## src/set_assoc_lru_cache_tags_unit_assert.svh

```systemverilog
// Assertion macros for the cache tag unit's RTL, included by set_assoc_lru_cache_tags_unit.
// No dependencies; the macros compile to nothing when SYNTH is defined.
`ifndef SET_ASSOC_LRU_CACHE_TAGS_UNIT_ASSERT_SVH
`define SET_ASSOC_LRU_CACHE_TAGS_UNIT_ASSERT_SVH
`ifndef SYNTH
`define SALC_ASSERT(name, clk, rst_n, prop) \
  name: assert property (@(posedge clk) disable iff (!rst_n) prop) \
    else $error("%m: assertion failed");
`define SALC_ASSERT_NEVER(name, clk, rst_n, expr) \
  name: assert property (@(posedge clk) disable iff (!rst_n) !(expr)) \
    else $error("%m: forbidden condition seen");
`else
`define SALC_ASSERT(name, clk, rst_n, prop)
`define SALC_ASSERT_NEVER(name, clk, rst_n, expr)
`endif
`endif

```

## src/salc_pkg.sv

```systemverilog
// Shared constants, types and register codes of the cache tag unit.
// No dependencies; every other file of the unit but the assert header refers to this package.
package salc_pkg;

  localparam int unsigned AddrW     = 32;
  localparam int unsigned TagW      = 32;
  localparam int unsigned BoW       = 4;
  localparam int unsigned SibW      = 3;
  localparam int unsigned WiuW      = 4;
  localparam int unsigned CfgIdxW   = 2;
  localparam int unsigned CfgDataW  = 4;
  // Widest set field the set_index_bits register can select.
  localparam int unsigned SetFieldW = (1 << SibW) - 1;

  localparam int unsigned DefaultSets = 64;
  localparam int unsigned DefaultWays = 8;

  typedef enum logic [CfgIdxW-1:0] {
    CFG_BLOCK_OFFSET = 2'd0,
    CFG_SET_INDEX    = 2'd1,
    CFG_WAYS_IN_USE  = 2'd2
  } cfg_reg_e;

  typedef enum logic {
    KIND_READ  = 1'b0,
    KIND_WRITE = 1'b1
  } access_kind_e;

  typedef struct packed {
    logic [BoW-1:0]  block_offset_bits;
    logic [SibW-1:0] set_index_bits;
    logic [WiuW-1:0] ways_in_use;
  } salc_cfg_t;

  localparam salc_cfg_t CfgReset = '{
    block_offset_bits: 4'd6,
    set_index_bits:    3'd6,
    ways_in_use:       4'd8
  };

  typedef struct packed {
    logic            hit;
    logic            evicted_valid;
    logic [TagW-1:0] evicted_tag;
    logic            evicted_dirty;
  } salc_rsp_t;

endpackage

```

## src/salc_meta_mem.sv

```systemverilog
// Line state memory: valid, dirty and LRU rank of every way, one row per set.
// Depends on salc_pkg only through the parameter defaults.
module salc_meta_mem #(
  parameter  int unsigned SETS = salc_pkg::DefaultSets,
  parameter  int unsigned WAYS = salc_pkg::DefaultWays,
  localparam int unsigned SetW = (SETS > 1) ? $clog2(SETS) : 1,
  localparam int unsigned AgeW = (WAYS > 1) ? $clog2(WAYS) : 1
) (
  input  logic                       clk_i,
  input  logic                       rd_en_i,
  input  logic [SetW-1:0]            rd_row_i,
  output logic [WAYS-1:0]            rd_valid_o,
  output logic [WAYS-1:0]            rd_dirty_o,
  output logic [WAYS-1:0][AgeW-1:0]  rd_age_o,
  input  logic                       wr_en_i,
  input  logic [SetW-1:0]            wr_row_i,
  input  logic [WAYS-1:0]            wr_valid_i,
  input  logic [WAYS-1:0]            wr_dirty_i,
  input  logic [WAYS-1:0][AgeW-1:0]  wr_age_i
);

  localparam int unsigned RowW = WAYS * (AgeW + 2);

  logic [RowW-1:0] mem [SETS];
  logic [RowW-1:0] rd_row_q;

  always_ff @(posedge clk_i) begin
    if (wr_en_i) begin
      mem[wr_row_i] <= {wr_age_i, wr_dirty_i, wr_valid_i};
    end
  end

  always_ff @(posedge clk_i) begin
    if (rd_en_i) begin
      rd_row_q <= mem[rd_row_i];
    end
  end

  assign {rd_age_o, rd_dirty_o, rd_valid_o} = rd_row_q;

endmodule

```

## config.mk

```make
export PLATFORM = sky130hd
export DESIGN_NAME = salc_meta_mem
export DESIGN_NICKNAME = d
export VERILOG_FILES = /design/src/set_assoc_lru_cache_tags_unit_assert.svh /design/src/salc_pkg.sv /design/src/salc_meta_mem.sv
export SDC_FILE = /design/constraint.sdc
export NUM_CORES = 2
export LEC_CHECK = 0
export BUFFER_PORTS_ARGS = -buffer_cell sky130_fd_sc_hd__buf_2
export CAP_MARGIN = 10
export CELL_PAD_IN_SITES_DETAIL_PLACEMENT = 1
export CELL_PAD_IN_SITES_GLOBAL_PLACEMENT = 2
export CORE_ASPECT_RATIO = 1.1
export CORE_MARGIN = 5
export CORE_UTILIZATION = 55
export CTS_CLUSTER_DIAMETER = 40
export DETAILED_ROUTE_END_ITERATION = 12
export PLACE_DENSITY = 0.89
export SYNTH_ARGS = -nofsm -noshare
export SYNTH_HDL_FRONTEND = slang
export SYNTH_SLANG_ARGS = --single-unit
```

## constraint.sdc

```tcl
create_clock -name clk_i -period 11.9 [get_ports clk_i]
set_input_delay 0.595 -clock clk_i [delete_from_list [all_inputs] [get_ports clk_i]]
set_output_delay 0.595 -clock clk_i [all_outputs]
set_load 0.01 [all_outputs]
```

==> Word level (Yosys, flattened, before mapping) <==
Memories as Yosys holds them, arrays and structs flattened. A register that Yosys moved wholly into a read port is not among the register bits.
Index checks and enable logic that the tools add are counted.
{ "word_totals": {"reg_bits": 0, "latch_bits": 0, "ram_bits": 2560, "rom_bits": 0, "in_bits": 55, "output_inout_bits": 40, "word_cells": 3, "n_memories": 1} }
{ "memory_table": {"columns": ["name", "words", "word_bits", "read_ports", "rd_clocked_by_memory_dff", "write_ports", "line", "text"], "rows": [
  ["mem", 64, 40, 1, 1, 1, "salc_meta_mem.sv:24", "logic [RowW-1:0] mem [SETS];"]
]} }
{ "classes": {"n_addsub": 0, "mul": 0, "div": 0, "magnitude_cmp": 0, "eq_ne": 0, "n_shift": 0, "mux": 2, "bitwise": 0, "reduce_logical": 0} }
{ "op_table": {"columns": ["operator", "count"], "rows": [
  ["2-to-1 mux 1 bit", 2]
]} }

==> Logic depth before layout (Yosys ltp) <==
{ "depth": {"depth_word": 2, "mapped_depth": 9, "ltp_nobuf": 5} }

==> Worst setup path after synthesis <==
Ideal clock, no wire load.
{ "synth_path": {"path_kind": "input port to flip-flop", "startpoint": "in wr_row_i[3]", "endpoint": "mem mem[48][0] (netlist bit), enable pin", "setup_ns": 0.487, "arrival_time_ns": 3.831, "t_required_ns": 11.413, "slack_ns": 7.583, "stages": 4, "n_path_buf": 1, "cell_sequence": "clkbuf_1 nor2b_1 nand4b_1 nor3_1"} }
{ "synth_rtl": {"columns": ["item", "line", "text"], "rows": [
  ["from (decl)", "salc_meta_mem.sv:16", "input logic [SetW-1:0] wr_row_i,"],
  ["to (decl)", "salc_meta_mem.sv:24", null]
]} }
Straight into the memory's write port.

==> impl_results.md <==
* Outcome: finished clean
* Post-synth EDFFs at 2600
* CP Launch Point: rd_row_i[0]
* Distinct cells, synth at 35
* Largest net degree at the start of global routing at 116
* Hold path startpoint: wr_age_i[8]
* Worst Clk Skew at 0.0713 ns
* First-pass GRT wire length at 416 mm
* Leakage at 0.0351 uW
* GPL Wtd Cong at 0.799
* Initial antenna violation count at 11
* Worst VDD drop at 0.198 mV
* Skew-Pair Late Insertion Delay at 0.96 ns
* Core area at 177000 sq um
* DR WL/cell at 41.4 um
* Fillers at 13900
* Initial Util at 55.4%
* Synthesis-to-layout area growth at 14.2%
* Tmin final at 4.04 ns
* Clock slew at reported path FFs at 0.06 ns
* Dominant synthesized flop cell: edfxtp_1
* Pre-antenna DRT Iters at 6
* Final non-filler cell total at 7111
* Final Hold Viols at 0
* Pins over their slew limit at 0
* Post-DP HPWL at 134 mm
* Clock sinks at 2600
* DR vias at 50600
* Syn Nets at 4250
* Number of max-cap violations at 0
* Mapped Cells at 4195
* Worst reg2reg path startpoint: mem[31][32]$_DFFE_PP_
* Setup TNS at 0 ns
* Longest Clk Path Bufs at 4
* Remaining DRCs at 0
* CP Class: in -> reg
* Number of top-level pins at 95
* Worst Setup End Kind: flop
* Root Buffer: clkbuf_16
* Initial DRC Count at 8605
* Die Ht at 453 um
* Worst Hold Class: in -> reg
* Share of cells above drive strength 1 at 30.1%
* DR vias/cell at 7.12
* FFs w/ async S/R, synth at 0%
* Share of the clock period used by the worst path at 33.9%
* Inst Count DP at 6555
* Nets@finish at 4552
* Antenna Violating Nets Remaining at 0
* Total Power at 20700 uW
* Startpoint types: primary input
* Die width at 413 um
* Vias in the first global route at 53500
* Syn Area/Cell at 23.4 sq um
* Sequential cell area at 78100 sq um
* CTS H-tree lvls at 5
* CTS tree: yes
* Total GRT Usage at 31.8%
* Slew Limit Headroom at 11.1%
* Multi-input gate area at 19500 sq um
* Data required, critical path at 12.58 ns
* YS warnings at 0
* Die Area at 187000 sq um
* Fmax at 0.248 GHz
* Post-synthesis cell area at 98200 sq um
* CP max FO at 96
* Post-synthesis sequential area ratio at 79.5%
* Final setup fails at 0
* PortBufs at 94
* Cts bufs inserted at 316
* DRT Wirelength at 294 mm
* Postcts setup bufs at 0
* Hold buffer count at CTS at 0
* Row cnt at 162
* RSZ-0062 raised after global routing: no
* WP data arrival at 4.71 ns
* PostCTS Resize Cnt at 0
* Pwr Density at 184 nW/um^2
* Worst slew pin tran at 1.33 ns
* #FFs+latches synth at 2600
* Remaining global-route overflow at 0
[worst max-delay path, stage by stage]
cell     delay, ns
buf_8         0.58
buf_12        0.66
buf_4         0.93
mux4_2        0.61
mux2_2        0.29
o21ai_1       0.23
a21oi_1       0.12
o22a_1        0.21
[path summary, 6_finish.rpt]
| check | slack, ns | cells after the start | end |
|---|---|---|---|
| max reg2reg | 9.14 | 4 | rd_row_q[32]$_DFFE_PP_ |
| min reg2reg | 0.94 | 4 | rd_row_q[20]$_DFFE_PP_ |
| max | 7.86 | 8 | rd_row_q[31]$_DFFE_PP_ |
| min | 0.09 | 1 | mem[39][24]$_DFFE_PP_ |
[logic make-up (layout without fill, tap and decap cells)]
kind of cell | count (synthesis) | count (layout) | share of synthesized area, %
flops | 2600 | 2600 | 79.5
mux | 759 | 759 | 15.5
compound gates | 383 | 383 | 2.67
buf+inv | 238 | 771 | 1.26
simple gates | 215 | 215 | 1.07
other cells | 0 | 5 | 0
[state kept, by name (all words and copies together) (netlist names)]
register	cells
mem	2560
rd_row_q	40
[cells in the mapped netlist (6+ instances only)]
library cell	n	area (sq um)
buf_1	20	75.1
a221oi_1	34	298
nand2b_1	13	81.3
clkbuf_1	80	300
a211oi_1	6	45.0
nand2_1	19	71.3
o21ai_0	8	40.0
nor2b_1	16	100
a22oi_1	18	135
nor4_1	34	213
mux2_2	38	428
mux4_2	608	13700
a21oi_1	68	340
and3_1	6	37.5
buf_4	49	368
edfxtp_1	2600	78100
o21ai_1	14	70.1
o22a_1	26	228
o21a_1	8	60.1
buf_2	81	405
nor2_1	97	364
buf_6	8	90.1
mux2i_1	113	1130
nand3_1	8	40.0
o221ai_1	42	368
a22o_1	16	140
o22ai_1	143	895
[final cells by class]
class                      instances  area share [%]
clock inverter                   189            1.73
timing repair buffer             222            1.36
sequential                      2600            69.6
antenna                            5          0.0112
tap                             2378            2.65
multi-input combinational       1357            17.3
clock buffer                     360            7.31
[through the flow]
| stage | utilization (%) | worst slack, ns | hold slack [ns] | instance area [sq um] |
|---|---|---|---|---|
| after floorplan | - | 7.58 | 0.694 | 98200 |
| after global placement | 57.5 | 7.01 | 0.881 | 102000 |
| after detailed placement | 57.5 | 6.89 | 0.933 | 102000 |
| after CTS | 63.2 | 7.83 | 0.180 | 112000 |
| after global routing | 63.3 | 7.56 | 0.0744 | 112000 |
| final | 63.3 | 7.86 | 0.0926 | 112000 |
[power by group]
group	leakage, uW	internal, uW	switching (uW)
combinational	0.00676	315	596
sequential	0.0234	10200	39.5
clock	0.00491	5610	3950
total	0.0351	16100	4580
[placed cells by master (no fill, tap or decap), types with 6 or more instances in the layout]
master,count
edfxtp_1,2600
mux4_2,608
clkbuf_16,322
o22ai_1,143
buf_4,124
mux2i_1,113
buf_2,90
a21oi_1,68
nor2_4,62
o221ai_1,42
clkinv_1,42
mux2_2,38
clkbuf_1,38
nor2_1,35
inv_6,35
a221oi_1,34
clkinv_2,31
bufinv_16,28
nor4_1,27
o22a_1,26
clkinvlp_4,21
clkinv_4,20
a22oi_1,18
nand2_1,17
a22o_1,16
o21ai_1,14
nor2b_1,13
nand2b_1,11
inv_8,9
o21a_1,8
o21ai_0,8
nand3_1,8
nor4_2,7
a211oi_1,6
and3_1,6
[per-layer routing]
layer / wire length (um) / global-route usage [%]
met1: 97300 / 41.7
met2: 144000 / 51.3
met3: 35900 / 6.83
met4: 17000 / 15.9
met5: 12 / 0
(Power assumes the default switching activity.)
