$ cat config.mk
export PLATFORM = sky130hd
export DESIGN_NAME = salc_update
export DESIGN_NICKNAME = d
export VERILOG_FILES = /design/src/set_assoc_lru_cache_tags_unit_assert.svh /design/src/salc_pkg.sv /design/src/salc_update.sv
export SDC_FILE = /design/constraint.sdc
export NUM_CORES = 1
export LEC_CHECK = 0
export ABC_AREA = 1
export BUFFER_PORTS_ARGS = -buffer_cell sky130_fd_sc_hd__buf_2
export CORE_AREA = 2 2 160 162
export DETAILED_ROUTE_END_ITERATION = 6
export DIE_AREA = 0 0 162 164
export PLACE_DENSITY_LB_ADDON = 0.1
export SLEW_MARGIN = 30
export SYNTH_ARGS = -nofsm -noshare
export SYNTH_HDL_FRONTEND = slang
export SYNTH_SLANG_ARGS = --single-unit
$ cat constraint.sdc
create_clock -name vclk -period 12.67
set_input_delay 0.6335 -clock vclk [all_inputs]
set_output_delay 0.6335 -clock vclk [all_outputs]
set_load 0.03 [all_outputs]
$ cat src/set_assoc_lru_cache_tags_unit_assert.svh
// Assertion macros for the cache tag unit's RTL, included by set_assoc_lru_cache_tags_unit.
// No dependencies; the macros compile to nothing when SYNTH is defined.
`ifndef SET_ASSOC_LRU_CACHE_TAGS_UNIT_ASSERT_SVH
`define SET_ASSOC_LRU_CACHE_TAGS_UNIT_ASSERT_SVH
`ifndef SYNTH
`define SALC_ASSERT(name, clk, rst_n, prop) \
  name: assert property (@(posedge clk) disable iff (!rst_n) prop) \
    else $error("%m: assertion failed");
`define SALC_ASSERT_NEVER(name, clk, rst_n, expr) \
  name: assert property (@(posedge clk) disable iff (!rst_n) !(expr)) \
    else $error("%m: forbidden condition seen");
`else
`define SALC_ASSERT(name, clk, rst_n, prop)
`define SALC_ASSERT_NEVER(name, clk, rst_n, expr)
`endif
`endif

$ cat src/salc_pkg.sv
// Shared constants, types and register codes of the cache tag unit.
// No dependencies; every other file of the unit but the assert header refers to this package.
package salc_pkg;

  localparam int unsigned AddrW     = 32;
  localparam int unsigned TagW      = 32;
  localparam int unsigned BoW       = 4;
  localparam int unsigned SibW      = 3;
  localparam int unsigned WiuW      = 4;
  localparam int unsigned CfgIdxW   = 2;
  localparam int unsigned CfgDataW  = 4;
  // Widest set field the set_index_bits register can select.
  localparam int unsigned SetFieldW = (1 << SibW) - 1;

  localparam int unsigned DefaultSets = 64;
  localparam int unsigned DefaultWays = 8;

  typedef enum logic [CfgIdxW-1:0] {
    CFG_BLOCK_OFFSET = 2'd0,
    CFG_SET_INDEX    = 2'd1,
    CFG_WAYS_IN_USE  = 2'd2
  } cfg_reg_e;

  typedef enum logic {
    KIND_READ  = 1'b0,
    KIND_WRITE = 1'b1
  } access_kind_e;

  typedef struct packed {
    logic [BoW-1:0]  block_offset_bits;
    logic [SibW-1:0] set_index_bits;
    logic [WiuW-1:0] ways_in_use;
  } salc_cfg_t;

  localparam salc_cfg_t CfgReset = '{
    block_offset_bits: 4'd6,
    set_index_bits:    3'd6,
    ways_in_use:       4'd8
  };

  typedef struct packed {
    logic            hit;
    logic            evicted_valid;
    logic [TagW-1:0] evicted_tag;
    logic            evicted_dirty;
  } salc_rsp_t;

endpackage

$ cat src/salc_update.sv
// Lookup and LRU update of one set: finds hit, victim or free way and builds the new row.
// Depends on salc_pkg for the result struct, field widths and access kinds.
module salc_update #(
  parameter  int unsigned WAYS = salc_pkg::DefaultWays,
  localparam int unsigned WayW = (WAYS > 1) ? $clog2(WAYS) : 1,
  localparam int unsigned AgeW = WayW
) (
  input  logic                                kind_i,
  input  logic [salc_pkg::TagW-1:0]           tag_i,
  input  logic [salc_pkg::WiuW-1:0]           ways_in_use_i,
  input  logic [WAYS-1:0][salc_pkg::TagW-1:0] row_tag_i,
  input  logic [WAYS-1:0]                     row_valid_i,
  input  logic [WAYS-1:0]                     row_dirty_i,
  input  logic [WAYS-1:0][AgeW-1:0]           row_age_i,
  output salc_pkg::salc_rsp_t                 rsp_o,
  output logic                                meta_we_o,
  output logic                                tag_we_o,
  output logic [WayW-1:0]                     way_o,
  output logic [WAYS-1:0]                     new_valid_o,
  output logic [WAYS-1:0]                     new_dirty_o,
  output logic [WAYS-1:0][AgeW-1:0]           new_age_o
);

  localparam int unsigned CntW = $clog2(WAYS + 1);
  localparam int unsigned EffW = salc_pkg::WiuW + 1;
  localparam int unsigned CmpW = (CntW > EffW) ? CntW : EffW;

  logic [CntW-1:0] count;
  logic [EffW-1:0] eff_ways;
  logic [WAYS-1:0] match;
  logic [WAYS-1:0] oldest;
  logic [WayW-1:0] hit_way;
  logic [WayW-1:0] old_way;
  logic [WayW-1:0] free_way;
  logic            hit;
  logic            full;
  logic            evict;
  logic            insert;
  logic [CntW-1:0] thr;

  assign count = CntW'($countones(row_valid_i));

  always_comb begin
    if (ways_in_use_i == '0) begin
      eff_ways = EffW'(1);
    end else if ({1'b0, ways_in_use_i} > EffW'(WAYS)) begin
      eff_ways = EffW'(WAYS);
    end else begin
      eff_ways = {1'b0, ways_in_use_i};
    end
  end

  // Ranks of the valid lines in a set always form 0..count-1, so the least recent
  // line is the one whose rank equals count-1.
  always_comb begin
    for (int w = 0; w < WAYS; w++) begin
      match[w]  = row_valid_i[w] && (row_tag_i[w] == tag_i);
      oldest[w] = row_valid_i[w] && (CntW'(row_age_i[w]) == count - CntW'(1));
    end
  end

  always_comb begin
    hit_way  = '0;
    old_way  = '0;
    free_way = '0;
    for (int w = WAYS - 1; w >= 0; w--) begin
      if (match[w]) begin
        hit_way = WayW'(w);
      end
      if (oldest[w]) begin
        old_way = WayW'(w);
      end
      if (!row_valid_i[w]) begin
        free_way = WayW'(w);
      end
    end
  end

  assign hit    = |match;
  assign full   = CmpW'(count) >= CmpW'(eff_ways);
  assign evict  = !hit && (kind_i == salc_pkg::KIND_WRITE) && full;
  assign insert = !hit && (kind_i == salc_pkg::KIND_WRITE) && !full;

  always_comb begin
    if (hit) begin
      way_o = hit_way;
    end else if (evict) begin
      way_o = old_way;
    end else begin
      way_o = free_way;
    end
  end

  // Filling a free way ages every valid line; a hit or an eviction ages only the
  // lines more recent than the chosen one.
  assign thr = insert ? count : CntW'(row_age_i[way_o]);

  always_comb begin
    for (int w = 0; w < WAYS; w++) begin
      if (WayW'(w) == way_o) begin
        new_valid_o[w] = 1'b1;
        new_age_o[w]   = '0;
        new_dirty_o[w] = hit ? (row_dirty_i[w] || (kind_i == salc_pkg::KIND_WRITE)) : 1'b1;
      end else begin
        new_valid_o[w] = row_valid_i[w];
        new_dirty_o[w] = row_dirty_i[w];
        if (row_valid_i[w] && (CntW'(row_age_i[w]) < thr)) begin
          new_age_o[w] = row_age_i[w] + AgeW'(1);
        end else begin
          new_age_o[w] = row_age_i[w];
        end
      end
    end
  end

  assign meta_we_o = hit || (kind_i == salc_pkg::KIND_WRITE);
  assign tag_we_o  = evict || insert;

  always_comb begin
    rsp_o.hit           = hit;
    rsp_o.evicted_valid = evict;
    rsp_o.evicted_tag   = evict ? row_tag_i[old_way] : '0;
    rsp_o.evicted_dirty = evict ? row_dirty_i[old_way] : 1'b0;
  end

endmodule

Word level (Yosys, flattened, before mapping)
Cells that the tools add are included.
{"block": "word_totals", "out_inout_bits": 80, "register_bits": 0, "romBits": 0, "ramBits": 0, "latch_bits": 0, "n_memories": 0, "wordCells": 170}
{"block": "op_classes", "eq_ne": 23, "reduce_logical": 42, "bitwise_logic": 0, "n_addsub": 16, "shifts": 0, "mux": 77, "n_lt_le_gt_ge": 12, "mul": 0, "div_mod_pow": 0}
{"op": "32-bit == test", "count": 8}
{"op": "3-bit 2-to-1 mux", "count": 43}
{"op": "32-bit binary-select mux with 3-bit select", "count": 1}
{"op": "32-bit 2-to-1 mux", "count": 2}
{"op": "3-bit by 4-bit == test with 1-bit output", "count": 8}
{"op": "3-bit by 4-bit < comparator with 1-bit output", "count": 8}
{"op": "1-bit logical AND", "count": 27}
{"op": "1-bit 2-to-1 mux", "count": 26}
{"op": "3-bit by 1-bit adder with 3-bit output, second input constant", "count": 8}
{"op": "3-bit == test, first input constant", "count": 4}
{"op": "1-bit logical OR", "count": 10}
{"op": "3-bit binary-select mux with 3-bit select", "count": 1}
{"op": "1-bit by 1-bit adder with 2-bit output", "count": 4}
{"op": "3-bit by 4-bit < comparator with 1-bit output, second input constant", "count": 2}
{"op": "4-bit 2-to-1 mux", "count": 2}
{"op": "8-bit OR reduction", "count": 1}
{"op": "2-bit by 2-bit adder with 3-bit output", "count": 2}
{"op": "2-bit by 3-bit == test with 1-bit output, first input constant", "count": 2}
{"op": "4-bit by 5-bit greater-or-equal comparator with 1-bit output", "count": 1}
{"op": "5-bit 2-to-1 mux", "count": 1}
{"op": "3-bit by 3-bit adder with 4-bit output", "count": 1}
{"op": "4-bit > comparator, second input constant", "count": 1}
{"op": "4-bit logical NOT", "count": 1}
{"op": "4-bit by 1-bit subtractor with 4-bit output, second input constant", "count": 1}
{"op": "4 further kinds", "count": 5}

Logic depth before layout (Yosys ltp)
Gate-level depths: netlist of the first run.
{"block": "depth", "word_depth": 23, "depth_mapped": 43}

Least setup slack after synthesis of the first run
OpenSTA, ideal clock, no wires.
{"block": "synth_timing", "path_type": "input to output", "from": "in row_valid_i[1]", "to": "out new_age_o[3] (netlist bit)", "path_slack_ns": 5.386, "arrival_ns": 6.650, "required_ns": 12.036, "cell_stages": 35, "cell_sequence": "buf_2 -> inv_1 -> fa_1 -> fa_1 -> fa_1 -> inv_1 -> ha_1 -> inv_1 -> fa_1 -> nand2_1 -> nand2_2 -> ha_1 -> nand2_1 -> inv_1 -> o21ai_0 -> o211ai_1 -> a41oi_1 -> inv_1 -> nand3_4 -> o311ai_0 -> nand2_2 -> nand2_4 -> inv_4 -> o21ai_0 -> o311ai_0 -> o21ai_0 -> ha_1 -> nand2_1 -> nand2_1 -> nand2_1 -> nand2_1 -> nand2_2 -> nand2_2 -> nand2_1 -> a21oi_1"}
{"item": "start, declared", "line_no": "salc_update.sv:12", "text": "input logic [WAYS-1:0] row_valid_i,"}
{"item": "end, declared", "line_no": "salc_update.sv:21", "text": "output logic [WAYS-1:0][AgeW-1:0] new_age_o"}

==> reports/metrics.cfg, run 1 <==
[place]
io_buffers=413
placed_area_sq_mm=0.01159
routabilityCongestion=1.043
dp_hpwl_mm=48.91

[hold_path]
min_from=row_dirty_i[3]
hp-class=input pin to primary output

[floorplanning]
row_count=58
die_x_um=162
dieArea_sq_mm=0.02657
die_h_um=164
initial_utilization_pct=37.92
io_pins=413
fp.coreArea_sq_mm=0.02482

[global_routing]
grt_pass1_wl_mm=83.14
grt_pass1_vias=13640
antenna_found_initial=5
grt.overflow.total=0
grt_usage_pct=41.79
grt_max_degree=94

[final_layout]
multi_input_area_sq_mm=0.007916
regArea_sq_um=0
layout_common_cells=725 x nand2_1, 413 x buf_2, 257 x inv_1, 210 x nor2_1, 172 x o21ai_0
clkbuf_count=0
nets=2718
syn_to_final_growth_pct=23.37
drive_above_1_share_pct=22.24
n_fill_cell=2985
design.seq.count=0
final_area_sq_mm=0.01161
layout_commonest_cell=nand2_1

[critical_path]
cp_data_required_time_ps=12040
critPathMaxStageDelay_ps=820
critPathLaunch=row_valid_i[1]
crit_top_cell=nand2_1
crit_path_start_kind=input pin
crit_type=input pin to primary output
slowest_stage=o311ai_0
path_max_fanout=34
crit_arrival_ps=8400
crit_path_end_kind=primary output

[power_and_ir_drop]
p_seq_share_pct=0
power.leakage_nw=6.945
clkPwrFrac_pct=0
p_int_uw=530.6
comb_power_share_pct=100.0
power.density_mw_per_mm2=167.6
power.total_mw=1.946
switching_share_pct=72.73
p_switching_mw=1.415
peakVddDrop_v=0.0001551

[timing]
rsz0062_at_grt=false
finalCritPeriodShare_pct=71.29
fmax_mhz=110.7
max-slew-margin-rel_pct=32.73
finalSetupTns_ps=0
finalHoldViolCount=0
maxSlewViolCount=0
setup_viol=0
finalCriticalPeriod_ps=9032
worst_pin_slew_ps=1009

[detailed_routing]
routed_wl_mm=58.24
vias_per_cell=5.529
final_antenna_net_count=0
remaining_drc_errors=1
dr.pass1.iters=7
drt_iter0_markers=1915
routedWlPerCell_um=21.71
routed-via-count=14840

[outcome]
status=finished, violations left
violations=DRC

[yosys]
synth_cell_types=51
syn_area_per_cell_sq_um=4.693
synthCells=2005
yosysWarnings=0
synth.cell_area_sq_mm=0.009410
syn-num-nets=2374
synth_seq_area_share_pct=0

[clock_tree]
ctsResizeCount=0
cts_setup_buffers=0
hold_buffers=0

[run]
cap_violations=0

## power by group through the flow
stage          Combinational [mW]  Sequential (mW)     Clock, mW
6_report                     1.95                0  0.0000000635
5_1_grt                      2.10                0  0.0000000422
4_1_cts                      1.90                0             0
3_5_place_dp                 1.89                0             0
3_3_place_gp                 1.88                0             0
2_1_floorplan                1.30                0             0
## stage by stage
| stage | util [%] | instances | hold slack [ps] | setup slack, ps |
|---|---|---|---|---|
| after floorplan | - | 2005 | 1453 | 5386 |
| after global placement | 46.66 | 2676 | 1615 | 3725 |
| after detailed placement | 46.72 | 2677 | 1609 | 3756 |
| after CTS | 46.72 | 2677 | 1614 | 3736 |
| after global routing | 46.76 | 2681 | 1633 | 3306 |
| final | 46.78 | 2683 | 1615 | 3638 |
## worst max-delay path: cells and delay by family
kind	cells	cell delay (ps)
fa+ha+maj	6	2820
simple gates	20	1700
buf+inv	7	1250
compound gates	4	1980
## worst paths after layout
kind	to	slack, ps	depth (start not counted)
min	new_dirty_o[3]	1620	4
max	new_age_o[15]	3640	37
## cell usage after synthesis, drive strengths merged, types with 11 or more instances
cell type / n / share of area [%]
nand2: 760 / 32
inv: 297 / 12
nor2: 224 / 9.8
o21ai: 218 / 12
nand3: 126 / 7.1
a21oi: 111 / 6.1
xnor2: 62 / 5.8
clkbuf: 44 / 1.8
buf: 36 / 2.3
ha: 32 / 4.3
o211ai: 24 / 2.0
nand4: 11 / 0.73
## cells by family after synthesis
| logic type | after synthesis | synth area share, % |
|---|---|---|
| buffers and inverters | 378 | 15.96 |
| adder cells (fa/ha/maj) | 36 | 5.106 |
| AO/OA/AOI/OAI | 380 | 21.85 |
| AND/OR/NAND/NOR | 1144 | 50.86 |
| XOR/XNOR | 67 | 6.236 |
## cell type report
cell class	instances	area share (%)
inverter	298	9.678
tap	330	3.556
timing repair buffer	422	18.45
antenna	6	0.1293
multi-input combinational	1627	68.19
## layer usage
layer | vias up | track usage, % | share of wire [%]
li1 | 6985 | - | -
met1 | 6551 | 48.96 | 36
met2 | 1088 | 72.05 | 46
met3 | 211 | 4.242 | 9.6
met4 | 0 | 28.60 | 8.2
met5 | - | 0 | 0
(Power assumes the default switching activity.)
==> run 2: changes to the inputs <==
==> constraint.sdc (replaced) <==
create_clock -name vclk -period 7.35
set_input_delay 0.3675 -clock vclk [all_inputs]
set_output_delay 0.3675 -clock vclk [all_outputs]
set_load 0.03 [all_outputs]
==> run 2 against run 1 <==
Net effect:
- the run now ends clean
- combinational power up 77%
- cell area up 1.7%
- die area unchanged
- flip-flop and latch count unchanged
- routed wire length up 0.77%
- hold slack worse by 530 ps
- sequential share of layout area unchanged
- setup slack worse by 3300 ps
- largest cell class unchanged
- largest power group unchanged
==> reports/metrics.cfg, run 2 (synthesis results as in run 1) <==
[outcome]
status=finished clean  ; was finished, violations left

[timing]
fmax_mhz=141.9
hold_ws_ps=1083  ; was 1615 ps
finalHoldViolCount=0  ; unchanged
worst_pin_slew_ps=1018  ; was 1009 ps
layout_setup_ws_ps=305.0  ; was 3638 ps
finalCritPeriodShare_pct=95.85
max-slew-margin-rel_pct=32.12  ; was 32.73%
maxSlewViolCount=0  ; unchanged
setup_viol=0  ; unchanged
finalSetupTns_ps=0  ; unchanged
finalCriticalPeriod_ps=7045

[detailed_routing]
drt_iter0_markers=1659  ; was 1915
routed_wl_mm=58.69  ; was 58.24 mm
routedWlPerCell_um=21.73  ; was 21.71 um
final_antenna_net_count=0  ; unchanged
dr.pass1.iters=6  ; was 7
remaining_drc_errors=0  ; was 1
routed-via-count=14820  ; was 14840
vias_per_cell=5.485  ; was 5.529

[floorplanning]
io_pins=413  ; unchanged
row_count=58  ; unchanged
fp.coreArea_sq_mm=0.02482  ; unchanged
die_x_um=162  ; unchanged
dieArea_sq_mm=0.02657  ; unchanged
initial_utilization_pct=37.92  ; unchanged
die_h_um=164  ; unchanged

[critical_path]
timing.critical_path.max_delay_family=adder cells  ; unchanged
path_max_fanout=5  ; was 34
crit_path_end_kind=primary output  ; unchanged
slowest_stage=fa_1  ; was o311ai_0
crit_type=input pin to primary output  ; unchanged
crit_path_start_kind=input pin  ; unchanged
path_buf_inv=9  ; was 7
critPathMaxStageDelay_ps=570  ; was 820 ps
critPathLaunch=row_valid_i[0]  ; was row_valid_i[1]
crit_arrival_ps=6680  ; was 8400 ps
crit_top_cell=nand2_1  ; unchanged
cp_data_required_time_ps=6980  ; was 12040 ps

[global_routing]
grt_pass1_vias=13540  ; was 13640
antenna_found_initial=3  ; was 5
grt_max_degree=198  ; was 94
grt.overflow.total=0  ; unchanged
grt_usage_pct=41.93  ; was 41.79%
grt_pass1_wl_mm=83.14  ; unchanged

[hold_path]
min_from=row_dirty_i[1]  ; was row_dirty_i[3]
hp-class=input pin to primary output  ; unchanged

[final_layout]
layout_commonest_cell=nand2_1  ; unchanged
clkbuf_count=0  ; unchanged
drive_above_1_share_pct=23.15  ; was 22.24%
final_area_sq_mm=0.01181  ; was 0.01161 sq mm
syn_to_final_growth_pct=25.48  ; was 23.37%
nets=2734  ; was 2718
regArea_sq_um=0  ; unchanged
layout_common_cells=725 x nand2_1, 409 x buf_2, 255 x inv_1, 208 x nor2_1, 170 x o21ai_0  ; was 725 x nand2_1, 413 x buf_2, 257 x inv_1, 210 x nor2_1, 172 x o21ai_0
design.seq.count=0  ; unchanged

[power_and_ir_drop]
peakVddDrop_v=0.0004648  ; was 0.0001551 V
power.leakage_nw=7.034  ; was 6.945 nW
power.density_mw_per_mm2=293.3  ; was 167.6 mW/mm^2

[clock_tree]
cts_setup_buffers=0  ; unchanged
hold_buffers=0  ; unchanged

[place]
placed_area_sq_mm=0.01173  ; was 0.01159 sq mm
dp_worst_setup_slack_ps=-65.53  ; was 3756 ps
routabilityCongestion=1.050  ; was 1.043
dp_hpwl_mm=49.52  ; was 48.91 mm
io_buffers=413  ; unchanged

[run]
cap_violations=0  ; unchanged

-- run 2: cell count changes in the layout (fill, tap and decap cells not counted), sizes merged --
cell / change
buf: +16
diode: +2
-- run 2: path summary, 6_finish.rpt --
path,end,slack [ps],depth (start not counted)
setup / recovery,new_age_o[15],300,40
hold / removal,new_dirty_o[1],1080,3
-- run 2: metrics by stage --
step	instances	total power, mW	utilization [%]
after floorplan	2005	2.242	-
after global placement	2693	3.315	47.25
after detailed placement	2693	3.329	47.25
after CTS	2693	3.344	47.28
after global routing	2696	3.715	47.52
final	2701	3.463	47.58
-- run 2: final cells by class --
class	count	area, sq um
Fill cell	2974	13010
Tap cell	330	412.9
Inverter	298	1124
Timing Repair Buffer	438	2290
Multi-Input combinational cell	1627	7961
Antenna cell	8	20.02
-- run 2: repair_timing --
action | 4_1_cts | 5_1_grt
pin swaps | 0 | 3
gates resized for setup | 1 | 20
gates cloned | 0 | 0
setup endpoints to repair | 5 | 24
-- run 2: where the power goes --
part           switching (mW)  leakage, nW  internal (mW)
Combinational            2.48         7.03          0.988
Sequential                  0            0              0
Clock                       0    0.0000507    0.000000146
Total                    2.48         7.03          0.988
-- run 2: routing by layer --
metal / vias up / wire (um) / global-route usage (%)
met5: - / 0 / 0
met4: 0 / 5027 / 28.52
met3: 241 / 5754 / 4.975
met2: 1044 / 26630 / 72.17
met1: 6514 / 21280 / 48.87
li1: 7017 / - / -
-- run 2: tightest hold or removal path: stages --
cell and delay (ps):
buf_2 90, a21o_1 80, buf_2 180
==> run 3: changes to the inputs <==
--- a/config.mk
+++ b/config.mk
@@ -7,9 +7,9 @@
 export LEC_CHECK = 0
 export ABC_AREA = 1
 export BUFFER_PORTS_ARGS = -buffer_cell sky130_fd_sc_hd__buf_2
-export CORE_AREA = 2 2 160 162
+export CORE_AREA = 2 2 161 163
 export DETAILED_ROUTE_END_ITERATION = 6
-export DIE_AREA = 0 0 162 164
+export DIE_AREA = 0 0 163 165
 export PLACE_DENSITY_LB_ADDON = 0.1
 export SLEW_MARGIN = 30
 export SYNTH_ARGS = -nofsm -noshare
==> constraint.sdc (replaced) <==
create_clock -name vclk -period 7.7
set_input_delay 0.385 -clock vclk [all_inputs]
set_output_delay 0.385 -clock vclk [all_outputs]
set_load 0.03 [all_outputs]
==> run 3 against run 2 <==
Net effect:
- core utilization down 0.77 points
- cell area down 0.76%
- hold slack better by 29 ps
- non-clock buffer count down 3
- largest cell class unchanged
- largest power group unchanged
==> reports/metrics.cfg, run 3 (synthesis results as in run 1) <==
[run]
cap_violations=0  ; unchanged

[final_layout]
regArea_sq_um=0  ; unchanged
clkbuf_count=0  ; unchanged
final_area_sq_mm=0.01172  ; was 0.01181 sq mm
drive_above_1_share_pct=22.80  ; was 23.15%
nets=2731  ; was 2734
layout_common_cells=724 x nand2_1, 411 x buf_2, 256 x inv_1, 210 x nor2_1, 171 x o21ai_0  ; was 725 x nand2_1, 409 x buf_2, 255 x inv_1, 208 x nor2_1, 170 x o21ai_0
layout_commonest_cell=nand2_1  ; unchanged
n_fill_cell=2971  ; was 2974
syn_to_final_growth_pct=24.52  ; was 25.48%
design.seq.count=0  ; unchanged

[critical_path]
critPathMaxStageDelay_ps=510  ; was 570 ps
cp_data_required_time_ps=7320  ; was 6980 ps
crit_arrival_ps=6820  ; was 6680 ps
crit_top_cell=nand2_1  ; unchanged
path_max_fanout=8  ; was 5
crit_path_start_kind=input pin  ; unchanged
crit_type=input pin to primary output  ; unchanged
crit_path_end_kind=primary output  ; unchanged
slowest_stage=fa_1  ; unchanged

[global_routing]
grt_usage_pct=41.99  ; was 41.93%
grt_max_degree=198  ; unchanged
grt.overflow.total=0  ; unchanged
antenna_found_initial=4  ; was 3
grt_pass1_wl_mm=83.93  ; was 83.14 mm
grt_pass1_vias=13780  ; was 13540

[floorplanning]
initial_utilization_pct=37.59  ; was 37.92%
row_count=58  ; unchanged
die_x_um=163  ; was 162 um
die_h_um=165  ; was 164 um
fp.coreArea_sq_mm=0.02504  ; was 0.02482 sq mm
dieArea_sq_mm=0.02690  ; was 0.02657 sq mm
io_pins=413  ; unchanged

[hold_path]
hp-class=input pin to primary output  ; unchanged

[detailed_routing]
routed_wl_mm=58.64  ; was 58.69 mm
dr.pass1.iters=7  ; was 6
vias_per_cell=5.509  ; was 5.485
routedWlPerCell_um=21.77  ; was 21.73 um
remaining_drc_errors=0  ; unchanged
drt_iter0_markers=1654  ; was 1659
final_antenna_net_count=0  ; unchanged
routed-via-count=14840  ; was 14820

[place]
dp_hpwl_mm=49.76  ; was 49.52 mm
placed_area_sq_mm=0.01169  ; was 0.01173 sq mm
routabilityCongestion=1.094  ; was 1.050
io_buffers=413  ; unchanged

[outcome]
status=finished clean  ; unchanged

[power_and_ir_drop]
power.density_mw_per_mm2=280.1  ; was 293.3 mW/mm^2
power.leakage_nw=7.010  ; was 7.034 nW
peakVddDrop_v=0.0003835  ; was 0.0004648 V

[timing]
fmax_mhz=138.7
maxSlewViolCount=0  ; unchanged
hold_ws_ps=1112  ; was 1083 ps
worst_pin_slew_ps=1017  ; was 1018 ps
finalHoldViolCount=0  ; unchanged
max-slew-margin-rel_pct=32.23  ; was 32.12%
finalCriticalPeriod_ps=7210
finalCritPeriodShare_pct=93.63
finalSetupTns_ps=0  ; unchanged
setup_viol=0  ; unchanged
rsz0062_at_grt=false

[clock_tree]
cts_setup_buffers=0  ; unchanged

==> run 3: cell count changes in the layout (fill, tap and decap cells not counted), sizes merged <==
cell / delta
buf: -5
diode: -4
clkbuf: +2
==> run 3: critical path: cells and delay by family <==
family | cells | cell delay [ps]
compound gates | 7 | 1140
fa+ha+maj | 7 | 2590
buf+inv | 11 | 1420
simple gates | 15 | 1290
==> run 3: what timing repair did <==
action | CTS | global route
setup endpoints to repair | 0 | 24
hold buffers | 0 | 0
gates resized for setup | 0 | 7
==> run 3: routing by layer <==
metal	part of all wire [%]	track usage [%]	up-vias
li1	-	-	7021
met1	36	49.23	6609
met2	47	74.17	1008
met3	9.0	4.018	202
met4	7.4	25.22	0
met5	0	0	-
==> run 3: metrics by stage <==
step / setup WS [ps] / util [%] / instances / power (mW)
floorplan: 913.2 / - / 2005 / 2.141
global placement: 491.5 / 46.70 / 2690 / 3.169
detailed placement: 402.6 / 46.70 / 2690 / 3.185
CTS: 380.8 / 46.70 / 2690 / 3.197
global route: 13.43 / 46.80 / 2694 / 3.549
finish: 490.1 / 46.80 / 2694 / 3.282
==> run 3: layout make-up <==
type / instances / area (sq um) / share of cell area (%)
diodes: 4 / 10.01 / 0.08542
repair buffers: 435 / 2250 / 19.20
multi-input cells: 1627 / 7921 / 67.60
well taps: 330 / 412.9 / 3.524
inverters: 298 / 1124 / 9.589
==> run 3: power by group <==
group,leakage [nW],switching (mW),internal (mW)
Clock,0.0000254,0,0.0000000695
Combinational,7.01,2.35,0.931
Sequential,0,0,0
==> run 3: path summary, 6_finish.rpt <==
| check | startpoint | to | slack (ps) | cells past startpoint |
|---|---|---|---|---|
| min | row_dirty_i[2] | new_dirty_o[2] | 1110 | 3 |
| max | row_valid_i[1] | new_age_o[7] | 490 | 40 |
